===== src/design/hash_interval_record_decoder_assert.svh =====
// assertion macros for the interval record decoder
`ifndef HASH_INTERVAL_RECORD_DECODER_ASSERT_SVH
`define HASH_INTERVAL_RECORD_DECODER_ASSERT_SVH
`ifndef SYNTH
`define HIRD_ASSERT_IMP(lbl, ante, cons) \
  lbl: assert property (@(posedge clk) disable iff (!rst_n) (ante) |-> (cons)) \
    else $error("hird assertion failed");
`define HIRD_ASSERT_NXT(lbl, ante, cons) \
  lbl: assert property (@(posedge clk) disable iff (!rst_n) (ante) |=> (cons)) \
    else $error("hird assertion failed");
`else
`define HIRD_ASSERT_IMP(lbl, ante, cons)
`define HIRD_ASSERT_NXT(lbl, ante, cons)
`endif
`endif


===== src/design/hird_pkg.sv =====
// types and constants shared by the interval record decoder
`default_nettype none
package hird_pkg;

  localparam logic [2:0] REC_S   = 3'd0;
  localparam logic [2:0] REC_L   = 3'd1;
  localparam logic [2:0] REC_SL  = 3'd2;
  localparam logic [2:0] REC_SLE = 3'd3;

  typedef struct packed {
    logic [2:0]  record_type;
    logic        msb_flag;
    logic        carry_flag;
    logic [23:0] payload;
    logic        last_record;
  } rec_t;

  typedef struct packed {
    logic [31:0] d_start;
    logic [31:0] d_length;
    logic [2:0]  rec_type;
    logic        msb;
    logic [7:0]  exlift;
    logic        type_err;
    logic        last;
  } part_t;

  typedef struct packed {
    logic [31:0] interval_start;
    logic [31:0] interval_length;
    logic [7:0]  extra_liftover;
    logic        combo_valid;
    logic        type_error;
  } result_t;

endpackage
`default_nettype wire


===== src/design/hird_if.sv =====
// record and result channel interfaces
`default_nettype none
interface hird_in_if;
  logic        valid;
  logic        ready;
  logic [2:0]  record_type;
  logic        msb_flag;
  logic        carry_flag;
  logic [23:0] payload;
  logic        last_record;

  modport source (output valid, record_type, msb_flag, carry_flag, payload, last_record,
                  input ready);
  modport sink (input valid, record_type, msb_flag, carry_flag, payload, last_record,
                output ready);
endinterface

interface hird_out_if;
  logic        valid;
  logic        ready;
  logic [31:0] interval_start;
  logic [31:0] interval_length;
  logic [7:0]  extra_liftover;
  logic        combo_valid;
  logic        type_error;

  modport source (output valid, interval_start, interval_length, extra_liftover,
                  combo_valid, type_error, input ready);
  modport sink (input valid, interval_start, interval_length, extra_liftover,
                combo_valid, type_error, output ready);
endinterface
`default_nettype wire


===== src/design/hird_part.sv =====
// per-record start and length parts from payload slices
`default_nettype none
module hird_part (
  input  hird_pkg::rec_t  rec,
  output hird_pkg::part_t part
);
  import hird_pkg::*;

  logic [23:0] p;
  logic [7:0]  ex;

  assign p  = rec.payload;
  assign ex = p[23:16];

  always_comb begin
    part.d_start  = 32'd0;
    part.d_length = 32'd0;
    part.type_err = 1'b0;
    part.rec_type = rec.record_type;
    part.msb      = rec.msb_flag;
    part.exlift   = ex;
    part.last     = rec.last_record;
    case (rec.record_type)
      REC_SL: begin
        if (!rec.msb_flag) begin
          part.d_start  = {17'd0, p[14:0]};
          part.d_length = {23'd0, p[23:15]};
        end else begin
          part.d_start  = {p[7:0], 24'd0};
          part.d_length = {16'd0, p[23:8]};
        end
      end
      REC_SLE: begin
        part.d_start  = rec.msb_flag ? {p[7:0], 24'd0} : {24'd0, p[7:0]};
        part.d_length = (ex != 8'd0) ? {24'd0, p[15:8]} : {p[15:8], 24'd0};
      end
      // carry sits just above the 24-bit payload, so no add is needed
      REC_S:   part.d_start  = {7'd0, rec.carry_flag, p};
      REC_L:   part.d_length = {8'd0, p};
      default: part.type_err = 1'b1;
    endcase
  end
endmodule
`default_nettype wire


===== src/design/hird_acc.sv =====
// accumulator state, pattern check and result register
`default_nettype none
module hird_acc (
  input  logic              clk,
  input  logic              rst_n,
  input  logic              s1_valid,
  input  hird_pkg::part_t   part,
  output logic              s1_go,
  output logic              out_valid,
  input  logic              out_ready,
  output hird_pkg::result_t result
);
  import hird_pkg::*;

  logic [31:0] start_r, length_r;
  logic [31:0] start_nxt, length_nxt;
  logic [1:0]  count_r;
  logic [2:0]  first_type_r, first_type_nxt;
  logic        first_msb_r, first_msb_nxt;
  logic [7:0]  first_ex_r, first_ex_nxt;
  logic [2:0]  second_type_r, second_type_nxt;
  logic        err_r, err_nxt;
  logic        too_many_r;
  logic        out_valid_r;
  result_t     result_r;
  logic        ok;
  logic        step;

  // a non-last record never needs the result slot, so it always moves on
  assign s1_go     = !(s1_valid && part.last) || !out_valid_r || out_ready;
  assign step      = s1_valid && s1_go;
  assign out_valid = out_valid_r;
  assign result    = result_r;

  always_comb begin
    start_nxt       = start_r + part.d_start;
    length_nxt      = length_r + part.d_length;
    first_type_nxt  = (count_r == 2'd0) ? part.rec_type : first_type_r;
    first_msb_nxt   = (count_r == 2'd0) ? part.msb : first_msb_r;
    first_ex_nxt    = (count_r == 2'd0) ? part.exlift : first_ex_r;
    second_type_nxt = (count_r == 2'd1) ? part.rec_type : second_type_r;
    err_nxt         = err_r | part.type_err;
  end

  always_comb begin
    ok = 1'b0;
    if (!too_many_r) begin
      case (count_r)
        2'd0: ok = (first_type_nxt == REC_SL && !first_msb_nxt) ||
                   (first_type_nxt == REC_SLE && first_ex_nxt != 8'd0 && !first_msb_nxt);
        2'd1: ok = (first_type_nxt == REC_SL && first_msb_nxt && second_type_nxt == REC_S) ||
                   (first_type_nxt == REC_SLE && first_ex_nxt != 8'd0 && first_msb_nxt &&
                    second_type_nxt == REC_S) ||
                   (first_type_nxt == REC_SLE && first_ex_nxt == 8'd0 && !first_msb_nxt &&
                    second_type_nxt == REC_L) ||
                   (first_type_nxt == REC_S && second_type_nxt == REC_L);
        2'd2: ok = first_type_nxt == REC_SLE && first_ex_nxt == 8'd0 && first_msb_nxt &&
                   second_type_nxt == REC_S && part.rec_type == REC_L;
        default: ok = 1'b0;
      endcase
    end
  end

  always_ff @(posedge clk) begin
    if (!rst_n) begin
      start_r       <= 32'd0;
      length_r      <= 32'd0;
      count_r       <= 2'd0;
      first_type_r  <= REC_S;
      first_msb_r   <= 1'b0;
      first_ex_r    <= 8'd0;
      second_type_r <= REC_S;
      err_r         <= 1'b0;
      too_many_r    <= 1'b0;
      out_valid_r   <= 1'b0;
    end else begin
      if (step && part.last) begin
        out_valid_r <= 1'b1;
      end else if (out_ready) begin
        out_valid_r <= 1'b0;
      end
      if (step) begin
        if (part.last) begin
          start_r       <= 32'd0;
          length_r      <= 32'd0;
          count_r       <= 2'd0;
          first_type_r  <= REC_S;
          first_msb_r   <= 1'b0;
          first_ex_r    <= 8'd0;
          second_type_r <= REC_S;
          err_r         <= 1'b0;
          too_many_r    <= 1'b0;
        end else begin
          start_r       <= start_nxt;
          length_r      <= length_nxt;
          first_type_r  <= first_type_nxt;
          first_msb_r   <= first_msb_nxt;
          first_ex_r    <= first_ex_nxt;
          second_type_r <= second_type_nxt;
          err_r         <= err_nxt;
          if (count_r == 2'd3) begin
            too_many_r <= 1'b1;
          end else begin
            count_r <= count_r + 2'd1;
          end
        end
      end
    end
  end

  always_ff @(posedge clk) begin
    if (step && part.last) begin
      result_r.interval_start  <= start_nxt;
      result_r.interval_length <= length_nxt;
      result_r.extra_liftover  <= (first_type_nxt == REC_SLE) ? first_ex_nxt : 8'd0;
      result_r.combo_valid     <= ok;
      result_r.type_error      <= err_nxt;
    end
  end
endmodule
`default_nettype wire


===== src/design/hash_interval_record_decoder.sv =====
// top level of the interval record decoder
`default_nettype none
`include "hash_interval_record_decoder_assert.svh"
// Interval record decoder. Records stream in one per cycle while no last record
// waits on the result register; each goes through an input register, then its
// start and length parts are added into two 32-bit accumulators. A record marked
// last closes the set and its result is loaded into the output register as that
// record leaves the input register. Records that are not last keep flowing while
// a result waits on the output; only a last record waits for the result register
// to free up.
module hash_interval_record_decoder (
  input  logic       clk,
  input  logic       rst_n,
  hird_in_if.sink    in_ch,
  hird_out_if.source out_ch
);
  import hird_pkg::*;

  rec_t    rec_r;
  logic    in_valid_r;
  logic    s1_go;
  part_t   part;
  result_t result;
  logic    out_valid;

  assign in_ch.ready = !in_valid_r || s1_go;

  always_ff @(posedge clk) begin
    if (!rst_n) begin
      in_valid_r <= 1'b0;
    end else if (in_ch.ready) begin
      in_valid_r <= in_ch.valid;
    end
  end

  always_ff @(posedge clk) begin
    if (in_ch.ready && in_ch.valid) begin
      rec_r.record_type <= in_ch.record_type;
      rec_r.msb_flag    <= in_ch.msb_flag;
      rec_r.carry_flag  <= in_ch.carry_flag;
      rec_r.payload     <= in_ch.payload;
      rec_r.last_record <= in_ch.last_record;
    end
  end

  hird_part u_part (
    .rec  (rec_r),
    .part (part)
  );

  hird_acc u_acc (
    .clk       (clk),
    .rst_n     (rst_n),
    .s1_valid  (in_valid_r),
    .part      (part),
    .s1_go     (s1_go),
    .out_valid (out_valid),
    .out_ready (out_ch.ready),
    .result    (result)
  );

  assign out_ch.valid           = out_valid;
  assign out_ch.interval_start  = result.interval_start;
  assign out_ch.interval_length = result.interval_length;
  assign out_ch.extra_liftover  = result.extra_liftover;
  assign out_ch.combo_valid     = result.combo_valid;
  assign out_ch.type_error      = result.type_error;

  // a non-last record in the input register never blocks the input side
  `HIRD_ASSERT_IMP(a_nonlast_flows, in_valid_r && !rec_r.last_record, in_ch.ready)
  // a last record leaving the input register lands a result
  `HIRD_ASSERT_NXT(a_last_gives_result, in_valid_r && rec_r.last_record && s1_go,
                   out_ch.valid)
  // a new result only ever follows a last record
  `HIRD_ASSERT_IMP(a_result_from_last, $rose(out_ch.valid),
                   $past(in_valid_r && rec_r.last_record))
endmodule
`default_nettype wire


===== src/flat_wrapper.sv =====
// flat-port wrapper written by rule: the top's interface ports become plain ports
module hash_interval_record_decoder_flat import hird_pkg::*;
  (clk, rst_n, in_ch_valid, in_ch_record_type, in_ch_msb_flag, in_ch_carry_flag, in_ch_payload, in_ch_last_record, in_ch_ready, out_ch_valid, out_ch_interval_start, out_ch_interval_length, out_ch_extra_liftover, out_ch_combo_valid, out_ch_type_error, out_ch_ready);
  hird_in_if in_ch_i ();
  hird_out_if out_ch_i ();
  input  logic clk;
  input  logic rst_n;
  input wire logic [$bits(in_ch_i.valid)-1:0] in_ch_valid;
  input wire logic [$bits(in_ch_i.record_type)-1:0] in_ch_record_type;
  input wire logic [$bits(in_ch_i.msb_flag)-1:0] in_ch_msb_flag;
  input wire logic [$bits(in_ch_i.carry_flag)-1:0] in_ch_carry_flag;
  input wire logic [$bits(in_ch_i.payload)-1:0] in_ch_payload;
  input wire logic [$bits(in_ch_i.last_record)-1:0] in_ch_last_record;
  output wire logic [$bits(in_ch_i.ready)-1:0] in_ch_ready;
  output wire logic [$bits(out_ch_i.valid)-1:0] out_ch_valid;
  output wire logic [$bits(out_ch_i.interval_start)-1:0] out_ch_interval_start;
  output wire logic [$bits(out_ch_i.interval_length)-1:0] out_ch_interval_length;
  output wire logic [$bits(out_ch_i.extra_liftover)-1:0] out_ch_extra_liftover;
  output wire logic [$bits(out_ch_i.combo_valid)-1:0] out_ch_combo_valid;
  output wire logic [$bits(out_ch_i.type_error)-1:0] out_ch_type_error;
  input wire logic [$bits(out_ch_i.ready)-1:0] out_ch_ready;
  assign in_ch_i.valid = in_ch_valid;
  assign in_ch_i.record_type = in_ch_record_type;
  assign in_ch_i.msb_flag = in_ch_msb_flag;
  assign in_ch_i.carry_flag = in_ch_carry_flag;
  assign in_ch_i.payload = in_ch_payload;
  assign in_ch_i.last_record = in_ch_last_record;
  assign in_ch_ready = in_ch_i.ready;
  assign out_ch_valid = out_ch_i.valid;
  assign out_ch_interval_start = out_ch_i.interval_start;
  assign out_ch_interval_length = out_ch_i.interval_length;
  assign out_ch_extra_liftover = out_ch_i.extra_liftover;
  assign out_ch_combo_valid = out_ch_i.combo_valid;
  assign out_ch_type_error = out_ch_i.type_error;
  assign out_ch_i.ready = out_ch_ready;
  hash_interval_record_decoder u_core (.clk(clk), .rst_n(rst_n), .in_ch(in_ch_i), .out_ch(out_ch_i));
endmodule

===== config.mk =====
export PLATFORM = sky130hd
export DESIGN_NAME = hash_interval_record_decoder_flat
export DESIGN_NICKNAME = d
export VERILOG_FILES = /design/src/design/hird_pkg.sv /design/src/design/hird_if.sv /design/src/design/hird_part.sv /design/src/design/hird_acc.sv /design/src/design/hash_interval_record_decoder.sv /design/src/flat_wrapper.sv
export VERILOG_INCLUDE_DIRS = /design/src /design/src/design
export SDC_FILE = /design/constraint.sdc
export NUM_CORES = 1
export LEC_CHECK = 0
export BUFFER_PORTS_ARGS = -buffer_cell sky130_fd_sc_hd__buf_2
export CORE_MARGIN = 2
export CORE_UTILIZATION = 54
export CTS_CLUSTER_DIAMETER = 80
export DETAILED_ROUTE_END_ITERATION = 7
export PLACE_DENSITY = 0.77
export RECOVER_POWER = 100
export SETUP_SLACK_MARGIN = 0.5
export SYNTH_ARGS = -nofsm -noshare
export SYNTH_HDL_FRONTEND = slang
export SYNTH_SLANG_ARGS = --single-unit

===== constraint.sdc =====
create_clock -name clk -period 4.2 [get_ports clk]
set_clock_uncertainty 0.05 [all_clocks]
set_input_delay 0 -clock clk [delete_from_list [all_inputs] [get_ports clk]]
set_output_delay 0 -clock clk [all_outputs]
set_load 0.02 [all_outputs]

**Word level (Yosys, flattened, before mapping)**

Index checks and enable logic that the tools add are counted.

- Bits of input ports: 34
- Logic and storage cells: 100
- Register bits after elaboration: 189

- Reductions and logical operators: 41
- Mux-type cells: 24
- Eq/ne operators: 10
- Bitwise logic cells: 1
- $add $sub $neg: 3

Operators with widths:

| kind | count |
|---|---|
| $pmux W32 S3 | 2 |
| $mux W32 | 4 |
| $add A32 B32 Y32 | 2 |
| $mux W64 | 1 |
| $logic_and A1 B1 Y1 | 18 |
| $mux W8 | 2 |
| $reduce_bool A8 Y1 | 2 |
| $eq A3 B2 Y1 const B | 4 |
| $mux W3 | 4 |
| $logic_not A3 Y1 | 3 |
| $logic_not A8 Y1 | 1 |
| $mux W1 | 8 |
| $logic_or A1 B1 Y1 | 7 |
| $eq A3 B1 Y1 const B | 2 |
| $eq A2 B2 Y1 const B | 2 |
| $logic_not A1 Y1 | 4 |
| $mux W2 | 2 |
| $reduce_and A2 Y1 | 2 |
| $reduce_bool A2 Y1 | 2 |
| $reduce_or A4 Y1 | 1 |
| $pmux W1 S3 | 1 |
| $add A2 B1 Y2 const B | 1 |
| $eq A2 B1 Y1 const B | 1 |
| $logic_not A2 Y1 | 1 |
| 2 further kinds | 2 |

**Depth between registers and ports, before layout**

Gate-level depths: netlist (run 1).

- Depth in word-level cells: 10
- Depth in mapped cells: 16

**Modules after synthesis**

From an unflattened synthesis (run 1), not the netlist that was laid out.

- Cell total of the unflattened synthesis: 1068
- Area, all modules: 10820.4 um2

By module, submodules not included:

| module | cells each | area each (um2) | instances |
|---|---|---|---|
| hird_acc | 916 | 9013.6 | 1 |
| hash_interval_record_decoder | 35 | 958.4 | 1 |
| hird_part | 117 | 848.3 | 1 |

**Worst setup path before layout (run 1)**

Ideal clock, no wire load.

- Path type: flip-flop to flip-flop
- Start point: register u_core.in_valid_r
- End point: register u_core.u_acc.result[0] (netlist name)
- Buffers on the path: 2
- Stages on the path, launching flop included: 5
- Arrival time: 3986 ps
- Period minus slack after synthesis: 4543 ps
- Slack: -343 ps
- Required time: 3643 ps
- Library setup time: 507 ps
- Cell sequence: dfxtp_1 > clkbuf_1 > clkbuf_1 > nand2_1 > nor2_1

- Longest elaborated chain between the ends: 6

RTL lines:

| what | line | RTL |
|---|---|---|
| from (decl) | hash_interval_record_decoder.sv:20 | `logic in_valid_r;` |
| from (signal assigned) | hash_interval_record_decoder.sv:32 | `in_valid_r <= in_ch.valid;` |
| $logic_and A1 B1 Y1 | hird_acc.sv:30 | `assign s1_go = !(s1_valid && part.last) \|\| !out_valid_r \|\| out_ready;` |
| $logic_not A1 Y1 | hird_acc.sv:30 |  |
| $logic_or A1 B1 Y1 (2 in series) | hird_acc.sv:30 |  |
| $logic_and A1 B1 Y1 * | hird_acc.sv:31 | `assign step = s1_valid && s1_go;` |
| $logic_and A1 B1 Y1 * | hird_acc.sv:112 | `if (step && part.last) begin` |

Mark *: on every way between the ends. The rest lies on a longest branch, timed or not.
A chain may end at the register's enable or synchronous reset.

**Worst setup path after layout (run 1)**

- Start point: register u_core.rec_r[24] (netlist name)
- End point: register u_core.u_acc.result[35] (netlist name)

- Longest elaborated chain between the ends: 4
- Elaborated cells between the ends (all ways): 5
- Classes of those cells: add/sub: 1; mux: 3; reduce/logical: 1

RTL lines:

| what | line | RTL |
|---|---|---|
| from (decl) | hash_interval_record_decoder.sv:19 | `rec_t rec_r;` |
| $reduce_bool A8 Y1 | hird_part.sv:35 | `part.d_length = (ex != 8'd0) ? {24'd0, p[15:8]} : {p[15:8], 24'd0};` |
| $mux W32 | hird_part.sv:35 |  |
| $pmux W32 S3 * | hird_part.sv:23 | `case (rec.record_type)` |
| $add A32 B32 Y32 * | hird_acc.sv:37 | `length_nxt = length_r + part.d_length;` |
| net u_core.u_acc.length_nxt[25] | hird_acc.sv:16 | `logic [31:0] start_nxt, length_nxt;` |

The timed path passes the listed nets; every way through them passes the cells marked *.

==> impl_table.tex, run 1 <==
\begin{tabular}{lr}
\hline
Metric & Value \\
\hline
\multicolumn{2}{l}{\textbf{Outcome}} \\
\quad Result of the run & complete, but fails checks \\
\quad Failing checks & capacitance limit, slew limit, setup timing \\
\multicolumn{2}{l}{\textbf{Routing}} \\
\quad Detailed Route Iter0 Violations & 1,038 \\
\quad Average wire per standard cell & 20.59 µm \\
\quad Average vias per placed instance & 6.157 \\
\quad Total number of vias & 9,192 \\
\quad Routed Wire Length & 30.74 mm \\
\quad Final antenna-violating net count & 0 \\
\quad First-pass iteration count of the detailed router & 7 \\
\quad Residual DRC count & 0 \\
\multicolumn{2}{l}{\textbf{Worst setup path}} \\
\quad Crit path capture type & flip-flop \\
\quad Crit-path max FO & 5 \\
\quad Signal arrival time at the worst endpoint & 4.46 ns \\
\quad Required time of the critical path & 4.35 ns \\
\quad Origin of the critical flop-to-flop path & u\_core.rec\_r[24]\$\_DFFE\_PP\_ \\
\quad Worst setup SP type & flip-flop \\
\quad Worst setup path startpoint & u\_core.rec\_r[24]\$\_DFFE\_PP\_ \\
\quad Critical path type & reg -> reg \\
\multicolumn{2}{l}{\textbf{GRT}} \\
\quad Overall global routing resource usage & 28.53\% \\
\quad Global-route wire length before repair & 45.12 mm \\
\quad Number of global-route vias before repair & 8,624 \\
\quad Largest net degree at the start of global routing & 55 \\
\quad Overflow left after global routing & 0 \\
\quad Number of antenna violations at the first check in global routing & 0 \\
\multicolumn{2}{l}{\textbf{Worst hold path}} \\
\quad Hold Crit Class & in -> reg \\
\quad Min-delay src & rst\_n \\
\multicolumn{2}{l}{\textbf{Clock tree}} \\
\quad Worst-path clk slew & 0.07 ns \\
\quad H-tree levels & 4 \\
\quad Clock Path Buffers & 2 \\
\quad Worst-Skew Late Latency & 0.44 ns \\
\quad Clock root buffer & clkbuf\_16 \\
\quad Number of buffers created by CTS & 17 \\
\quad CTS tree & built \\
\quad Total number of clock tree sinks & 189 \\
\multicolumn{2}{l}{\textbf{Pwr}} \\
\quad Power per standard cell area & 319.7 mW/mm² \\
\quad Net switching power of the design & 1030 µW \\
\quad Total internal power & 3308 µW \\
\quad Leakage & 0.005528 µW \\
\quad Comb power frac & 10.5\% \\
\quad Switching power as a share of total power & 23.75\% \\
\quad Total power & 4339 µW \\
\quad Relative contribution of the clock network to total power & 42.2\% \\
\quad Sequential group share of total power & 47.3\% \\
\quad Peak supply drop & 293.8 µV \\
\multicolumn{2}{l}{\textbf{Floorplan}} \\
\quad Core area & 0.01883 mm² \\
\quad Count of boundary I/O pins & 110 \\
\quad Die Height & 143.2 µm \\
\quad Die Span X & 143.2 µm \\
\quad Die outline area & 0.02049 mm² \\
\quad Initial Utilization & 55.53\% \\
\quad Number of placement rows & 50 \\
\multicolumn{2}{l}{\textbf{Synthesis}} \\
\quad Compound-gate portion of the synthesized area & 21.06\% \\
\quad Synth Register Bits & 189 \\
\quad Simple-gate share of the synthesized area & 15.53\% \\
\quad Async set-reset flop share out of synthesis & 0\% \\
\quad Count of different cell masters after synthesis & 70 \\
\quad Post-synthesis mux area share & 1.448\% \\
\quad Mapped Nets & 1,119 \\
\quad Warning count from the yosys run & 0 \\
\quad Fraction of the yosys area taken by sequential cells & 46.14\% \\
\quad Most frequently used flop master after synthesis & edfxtp\_1 \\
\quad Main combinational cell family by area after synthesis & compound AO/OA/AOI/OAI gates \\
\quad Synthesized-area fraction occupied by adder cells & 8.279\% \\
\quad Cell area after synthesis & 0.01046 mm² \\
\quad Xor/xnor share of the synthesized area & 4.606\% \\
\quad Synthesized area per cell & 10.28 µm² \\
\quad Instance count of the mapped netlist & 1,017 \\
\quad Count of flip-flops with a built-in enable after synthesis & 104 \\
\multicolumn{2}{l}{\textbf{Timing}} \\
\quad Count of pins over their slew limit & 146 \\
\quad Share of the clock period used by the worst path & 102.8\% \\
\quad Final critical path time including I/O delays and setup & 4.316 ns \\
\quad Worst slew margin relative to its limit & -44.76\% \\
\quad Highest Clock Rate & 0.2317 GHz \\
\quad Final Hold Violating Endpoints & 0 \\
\quad Unrepaired setup endpoints after global routing & true \\
\quad Pin slew with the least headroom to its limit & 2.171 ns \\
\quad Setup ws final & -0.1160 ns \\
\quad Number of setup violations in the final report & 7 \\
\multicolumn{2}{l}{\textbf{Place}} \\
\quad Post-placement worst setup slack & 0.02318 ns \\
\quad Number of port buffers & 109 \\
\quad Sum of net half-perimeters after detailed placement & 19.39 mm \\
\quad Global placement routability congestion & 0.9309 \\
\multicolumn{2}{l}{\textbf{Flow run}} \\
\quad Count of maximum capacitance violations & 4 \\
\multicolumn{2}{l}{\textbf{Finish}} \\
\quad Layout-stage area growth over the synthesis result & 29.78\% \\
\quad Nets & 1,322 \\
\quad Fillers & 1,326 \\
\quad Count of inserted antenna diode cells & 0 \\
\quad Share of cells above drive strength 1 & 20.84\% \\
\hline
\end{tabular}
## kinds of logic (layout without fill, tap and decap cells)
group / count (synthesis) / in the layout
AO/OA/AOI/OAI: 307 / 307
AND/OR/NAND/NOR: 301 / 301
flip-flops: 189 / 189
buffers and inverters: 82 / 298
adder cells (fa/ha/maj): 68 / 68
XOR/XNOR: 55 / 55
multiplexers: 15 / 15
## placed cells by master (no fill, tap or decap), types with 23 or more instances in the layout
cell,count
xnor2_1,24
and2_1,30
nor2_1,49
edfxtp_1,104
a22oi_1,35
clkbuf_1,97
a22o_1,38
nor2b_1,45
dlygate4sd3_1,33
dfxtp_1,85
ha_1,50
inv_1,28
nand2_1,48
buf_4,68
and3_1,23
a21o_1,31
a21oi_1,62
## state kept, by name, indices dropped and copies added (netlist names)
signal and cells:
u_core.u_acc.first_ex_r 8, u_core.rec_r 30, u_core.u_acc.second_type_r 3, u_core.u_acc.result 74, u_core.u_acc.too_many_r 1, u_core.u_acc.out_valid 1
u_core.u_acc.first_type_r 3, u_core.u_acc.start_r 32, u_core.u_acc.length_r 32, u_core.u_acc.first_msb_r 1, u_core.in_valid_r 1, u_core.u_acc.count_r 2
u_core.u_acc.err_r 1
## path summary, 6_finish.rpt
kind / to / slack [ns] / cells past startpoint
hold reg to reg: u_core.u_acc.err_r$_SDFFE_PN0P_ / 0.43 / 2
hold / removal: u_core.u_acc.start_r[2]$_SDFFE_PN0P_ / 0.19 / 2
setup reg to reg: u_core.u_acc.result[35]$_DFFE_PP_ / -0.12 / 16
setup / recovery: u_core.u_acc.result[35]$_DFFE_PP_ / -0.12 / 16
## power by group through the flow
stage / registers (µW) / clock network, µW / logic (µW)
2_1_floorplan: 2100 / 0 / 205
3_3_place_gp: 2090 / 0 / 360
3_5_place_dp: 2090 / 0 / 362
4_1_cts: 2050 / 1840 / 418
5_1_grt: 2060 / 1910 / 483
6_report: 2050 / 1830 / 454
## routing by layer
layer	track usage, %	routed length (µm)	share of wire, %
met1	37.93	12740	41
met2	46.39	14910	49
met3	5.500	2183	7.1
met4	10.58	902	2.9
met5	0	0	0
## Yosys cell counts (all sizes together) (19+ instances only)
cell,count,area [µm²]
a21o,32,241.5
a21oi,73,365.4
a22o,38,332.8
a22oi,37,277.8
and2,39,244.0
and3,26,167.7
clkbuf,53,198.9
dfxtp,85,1702
edfxtp,104,3123
ha,66,825.8
inv,28,105.1
nand2,49,183.9
nand3,19,95.09
nor2,54,202.7
nor2b,47,294.0
o21ai,34,170.2
xnor2,35,306.5
xor2,20,175.2
## area by class of cell
type                            instances  area [µm²]  area share [%]
Clock buffer                           17       425.4           3.134
Timing Repair Buffer                  238        1555           11.46
Sequential cell                       189        4825           35.55
Clock inverter                         15       241.5           1.779
Tap cell                              260       325.3           2.397
Inverter                               28       105.1          0.7744
Multi-Input combinational cell        746        6095           44.91
## critical path, stage by stage (launching register included)
cell	delay [ns]
edfxtp_1	0.39
or4_4	0.56
nor2_4	0.16
a211oi_4	0.10
buf_4	0.15
a222oi_1	0.37
inv_1	0.19
ha_4	0.25
and3_4	0.21
a221oi_4	0.33
buf_4	0.18
o221ai_4	0.10
o21ai_2	0.23
a211oi_2	0.12
o21a_1	0.19
or3_1	0.32
and2_1	0.16
## timing repair
item | 4_1_cts | 5_1_grt
pin swaps | 36 | 64
hold endpoints to repair | 32 | 0
hold buffers | 33 | 0
setup buffers | 26 | 34
setup endpoints to repair | 39 | 74
resized for setup | 60 | 95
## through the flow
stage               TNS, ns  utilization (%)  cell area (µm²)  hold WS, ns  cells
global placement          0            60.94            11480       0.1284   1368
detailed placement        0            60.94            11480       0.1290   1368
CTS                       0            69.04            13000       0.1730   1459
global route         -2.983            72.07            13570       0.2216   1493
finish              -0.4156            72.07            13570       0.1877   1493
floorplan                 0                -            10500      0.04887   1017
Note: power is estimated with default switching activity, not from simulation.
==> run 2, diff against run 1 <==
SYNTH_HIERARCHICAL = 1   (was not set)
==> run 2 against run 1 <==
The flow finishes with violations (capacitance limit, slew limit). Utilization down 3.8 points. Die area up 3.4%. Cell area down 1.4%. Hold slack worse by 0.032 ns. Setup slack better by 0.35 ns. Critical path type unchanged. Largest power group unchanged. Highest routed layer unchanged.
==> impl_table.tex, run 2 <==
\begin{tabular}{lr}
\hline
Metric & Value \\
\hline
\multicolumn{2}{l}{\textbf{Outcome}} \\
\quad Result of the run & complete, but fails checks \\
\quad Failing checks & capacitance limit, slew limit \\
\multicolumn{2}{l}{\textbf{Synthesis}} \\
\quad Share of the synthesized area in the top cell type & 28.86\% (-1.0 points) \\
\quad Dominant cell by count in the synthesized netlist & edfxtp\_1 \\
\quad Top cells by area, synth & edfxtp\_1 29\%, dfxtp\_1 16\%, ha\_1 7.6\% \\
\quad Warning count from the yosys run & 6 (+6) \\
\quad Count of different cell masters after synthesis & 78 (+11\%) \\
\quad Synth Register Bits & 189 (unchanged) \\
\quad Synthesized area per cell & 10.13 µm² (-1.5\%) \\
\quad Mapped Nets & 1,170 (+4.6\%) \\
\quad Cell area after synthesis & 0.01082 mm² (+3.5\%) \\
\quad Most area-hungry cell type in the Yosys netlist & edfxtp\_1 \\
\quad Most frequently used flop master after synthesis & edfxtp\_1 \\
\quad Count of flip-flops with a built-in enable after synthesis & 104 (unchanged) \\
\quad Most frequent cells after synthesis & 104 x edfxtp\_1, 85 x dfxtp\_1, 69 x a21oi\_1, 69 x nor2\_1, 66 x ha\_1 \\
\quad Async set-reset flop share out of synthesis & 0\% (unchanged) \\
\quad Instance count of the mapped netlist & 1,068 (+5.0\%) \\
\quad Fraction of the yosys area taken by sequential cells & 44.59\% (-1.5 points) \\
\multicolumn{2}{l}{\textbf{Timing}} \\
\quad Final Hold Violating Endpoints & 0 (unchanged) \\
\quad Hold Worst Slack & 0.1558 ns (-0.03198 ns) \\
\quad Unrepaired setup endpoints after global routing & true \\
\quad Count of pins over their slew limit & 145 (-0.68\%) \\
\quad Number of setup violations in the final report & 0 (-7) \\
\quad Pin slew with the least headroom to its limit & 2.342 ns (+0.1709 ns) \\
\quad Highest Clock Rate & 0.2520 GHz (+8.8\%) \\
\quad Total Neg Setup Slack & 0 ns (+0.4156 ns) \\
\quad Setup ws final & 0.2318 ns (+0.3478 ns) \\
\quad Final critical path time including I/O delays and setup & 3.968 ns (-0.3478 ns) \\
\quad Worst slew margin relative to its limit & -56.24\% (-11 points) \\
\quad Share of the clock period used by the worst path & 94.48\% (-8.3 points) \\
\multicolumn{2}{l}{\textbf{Routing}} \\
\quad Total number of vias & 9,305 (+1.2\%) \\
\quad Average wire per standard cell & 20.04 µm (-2.7\%) \\
\quad Detailed Route Iter0 Violations & 871 (-16\%) \\
\quad Routed Wire Length & 30.44 mm (-0.97\%) \\
\quad First-pass iteration count of the detailed router & 7 (unchanged) \\
\quad Residual DRC count & 0 (unchanged) \\
\quad Routed wl met2 & 14.27 mm (-4.3\%) \\
\quad Met3 WL & 2.340 mm (+7.2\%) \\
\quad Final antenna-violating net count & 0 (unchanged) \\
\quad WL met1 & 12.69 mm (-0.41\%) \\
\quad Average vias per placed instance & 6.126 (-0.50\%) \\
\quad Top metal layer carrying routed signals & met4 \\
\multicolumn{2}{l}{\textbf{Worst setup path}} \\
\quad Critical path type & reg -> reg \\
\quad Worst setup SP type & flip-flop \\
\quad Signal arrival time at the worst endpoint & 4.26 ns (-0.20 ns) \\
\quad Required time of the critical path & 4.49 ns (+0.14 ns) \\
\quad Crit path capture type & flip-flop \\
\quad Crit-path max FO & 6 (+1) \\
\multicolumn{2}{l}{\textbf{Place}} \\
\quad Global placement routability congestion & 0.9834 (+5.6\%) \\
\quad Sum of net half-perimeters after detailed placement & 19.21 mm (-0.90\%) \\
\quad Number of port buffers & 109 (unchanged) \\
\quad Placed Instances & 1,395 (+2.0\%) \\
\quad Post-placement worst setup slack & 0.1899 ns (+0.1667 ns) \\
\multicolumn{2}{l}{\textbf{GRT}} \\
\quad Global-route wire length before repair & 44.72 mm (-0.89\%) \\
\quad Number of global-route vias before repair & 8,623 (-0.012\%) \\
\quad Largest net degree at the start of global routing & 56 (+1.8\%) \\
\quad Overflow left after global routing & 0 (unchanged) \\
\quad Number of antenna violations at the first check in global routing & 1 (+1) \\
\quad Overall global routing resource usage & 26.71\% (-1.8 points) \\
\multicolumn{2}{l}{\textbf{Pwr}} \\
\quad Leakage & 0.005358 µW (-3.1\%) \\
\quad Power per standard cell area & 323.1 mW/mm² (+1.1\%) \\
\quad Total power & 4323 µW (-0.36\%) \\
\quad Peak supply drop & 261.1 µV (-11\%) \\
\multicolumn{2}{l}{\textbf{Clock tree}} \\
\quad Number of buffers created by CTS & 17 (unchanged) \\
\quad Worst-Skew Late Latency & 0.46 ns (+0.02 ns) \\
\quad H-tree levels & 4 (unchanged) \\
\quad Total number of clock tree sinks & 189 (unchanged) \\
\quad Clock Path Buffers & 2 (unchanged) \\
\quad Clock root buffer & clkbuf\_16 \\
\quad CTS tree & built \\
\quad Worst-path clk slew & 0.08 ns (about the same) \\
\multicolumn{2}{l}{\textbf{Floorplan}} \\
\quad Count of boundary I/O pins & 110 (unchanged) \\
\quad Initial Utilization & 55.23\% (-0.30 points) \\
\quad Die Span X & 145.6 µm (+1.7\%) \\
\quad Number of placement rows & 51 (+2.0\%) \\
\quad Core area & 0.01959 mm² (+4.0\%) \\
\quad Die outline area & 0.02119 mm² (+3.4\%) \\
\quad Die Height & 145.6 µm (+1.7\%) \\
\multicolumn{2}{l}{\textbf{Finish}} \\
\quad Post-route insts no fill & 1,519 (+1.7\%) \\
\quad Share of cells above drive strength 1 & 19.78\% (-1.1 points) \\
\quad Fillers & 1,482 (+12\%) \\
\quad Commonest cells after routing, fill and taps aside & 104 x edfxtp\_1, 85 x clkbuf\_1, 85 x dfxtp\_1 \\
\quad Layout-stage area growth over the synthesis result & 23.67\% \\
\quad Most frequent standard cell in the layout excluding fill and tap cells & edfxtp\_1 \\
\quad Nets & 1,343 (+1.6\%) \\
\quad Max reg flops & 74 (unchanged) \\
\quad Count of inserted antenna diode cells & 0 (unchanged) \\
\multicolumn{2}{l}{\textbf{Worst hold path}} \\
\quad Hold Crit Class & in -> reg \\
\multicolumn{2}{l}{\textbf{Flow run}} \\
\quad Count of maximum capacitance violations & 4 (unchanged) \\
\hline
\end{tabular}
[run 2: what timing repair did]
| action | CTS | global route |
|---|---|---|
| pin swaps | 20 | 72 |
| endpoints found under the setup margin | 34 | 47 |
| gates resized for setup | 23 | 121 |
| hold buffers | 33 | 0 |
| gates cloned | 0 | 1 |
| hold endpoints to repair | 32 | 0 |
| setup buffers | 25 | 33 |
[run 2: per-stage QoR]
step / utilization, % / area, µm²
floorplan: - / 10820
global placement: 58.77 / 11510
detailed placement: 58.77 / 11510
CTS: 65.15 / 12760
global route: 68.31 / 13380
finish: 68.31 / 13380
[run 2: cells by family (layout without fill, tap and decap cells)]
group                    Yosys count  count (layout)  synth area share, %
AO/OA/AOI/OAI                    299             299                20.05
XOR/XNOR                          52              52                4.209
adder cells (fa/ha/maj)           68              68                8.002
buffers and inverters             97             283                4.278
flip-flops                       189             189                44.59
multiplexers                      22              22                2.058
AND/OR/NAND/NOR                  341             341                16.81
[run 2: layout make-up]
cell class                 count  area, µm²  area share, %
clock buffer                  17      425.4          3.179
clock inverter                15      178.9          1.337
inverter                      28      105.1         0.7854
multi-input combinational    782       6113          45.68
sequential                   189       4825          36.05
tap                          265      331.6          2.478
timing repair buffer         223       1403          10.48
[run 2: critical path, stage by stage, from the launching register on]
cell and delay [ns]:
edfxtp_1 0.52, buf_6 0.17, a211oi_1 0.25, clkbuf_1 0.24, clkbuf_1 0.19, and2_0 0.17
ha_2 0.29, nor2b_2 0.17, o211ai_1 0.27, a311o_1 0.30, a21oi_4 0.09, a31o_4 0.29
buf_6 0.12, o21a_4 0.20, a311oi_2 0.25, xnor2_1 0.12, a22o_1 0.18
[run 2: final timing paths]
kind | depth (start not counted) | startpoint | slack, ns | endpoint
max | 16 | u_core/rec_r[28]$_DFFE_PP_ | 0.23 | u_core/u_acc/start_r[28]$_SDFFE_PN0P_
min | 2 | rst_n | 0.16 | u_core/u_acc/count_r[1]$_SDFFE_PN0P_
max reg2reg | 16 | u_core/rec_r[28]$_DFFE_PP_ | 0.23 | u_core/u_acc/start_r[28]$_SDFFE_PN0P_
min reg2reg | 2 | u_core/u_acc/err_r$_SDFFE_PN0P_ | 0.42 | u_core/u_acc/err_r$_SDFFE_PN0P_
[run 2: power breakdown]
group          switching [µW]  total [µW]  internal [µW]
clock network             807        1660            851
logic                     335         572            237
registers                68.1        2090           2030
total                    1210        4320           3110
[run 2: metal layers]
metal / vias to the layer above / GRT usage (%)
met2: 457 / 42.77
met4: 0 / 11.13
li1: 4281 / -
met3: 101 / 4.890
met1: 4466 / 35.90
met5: - / 0
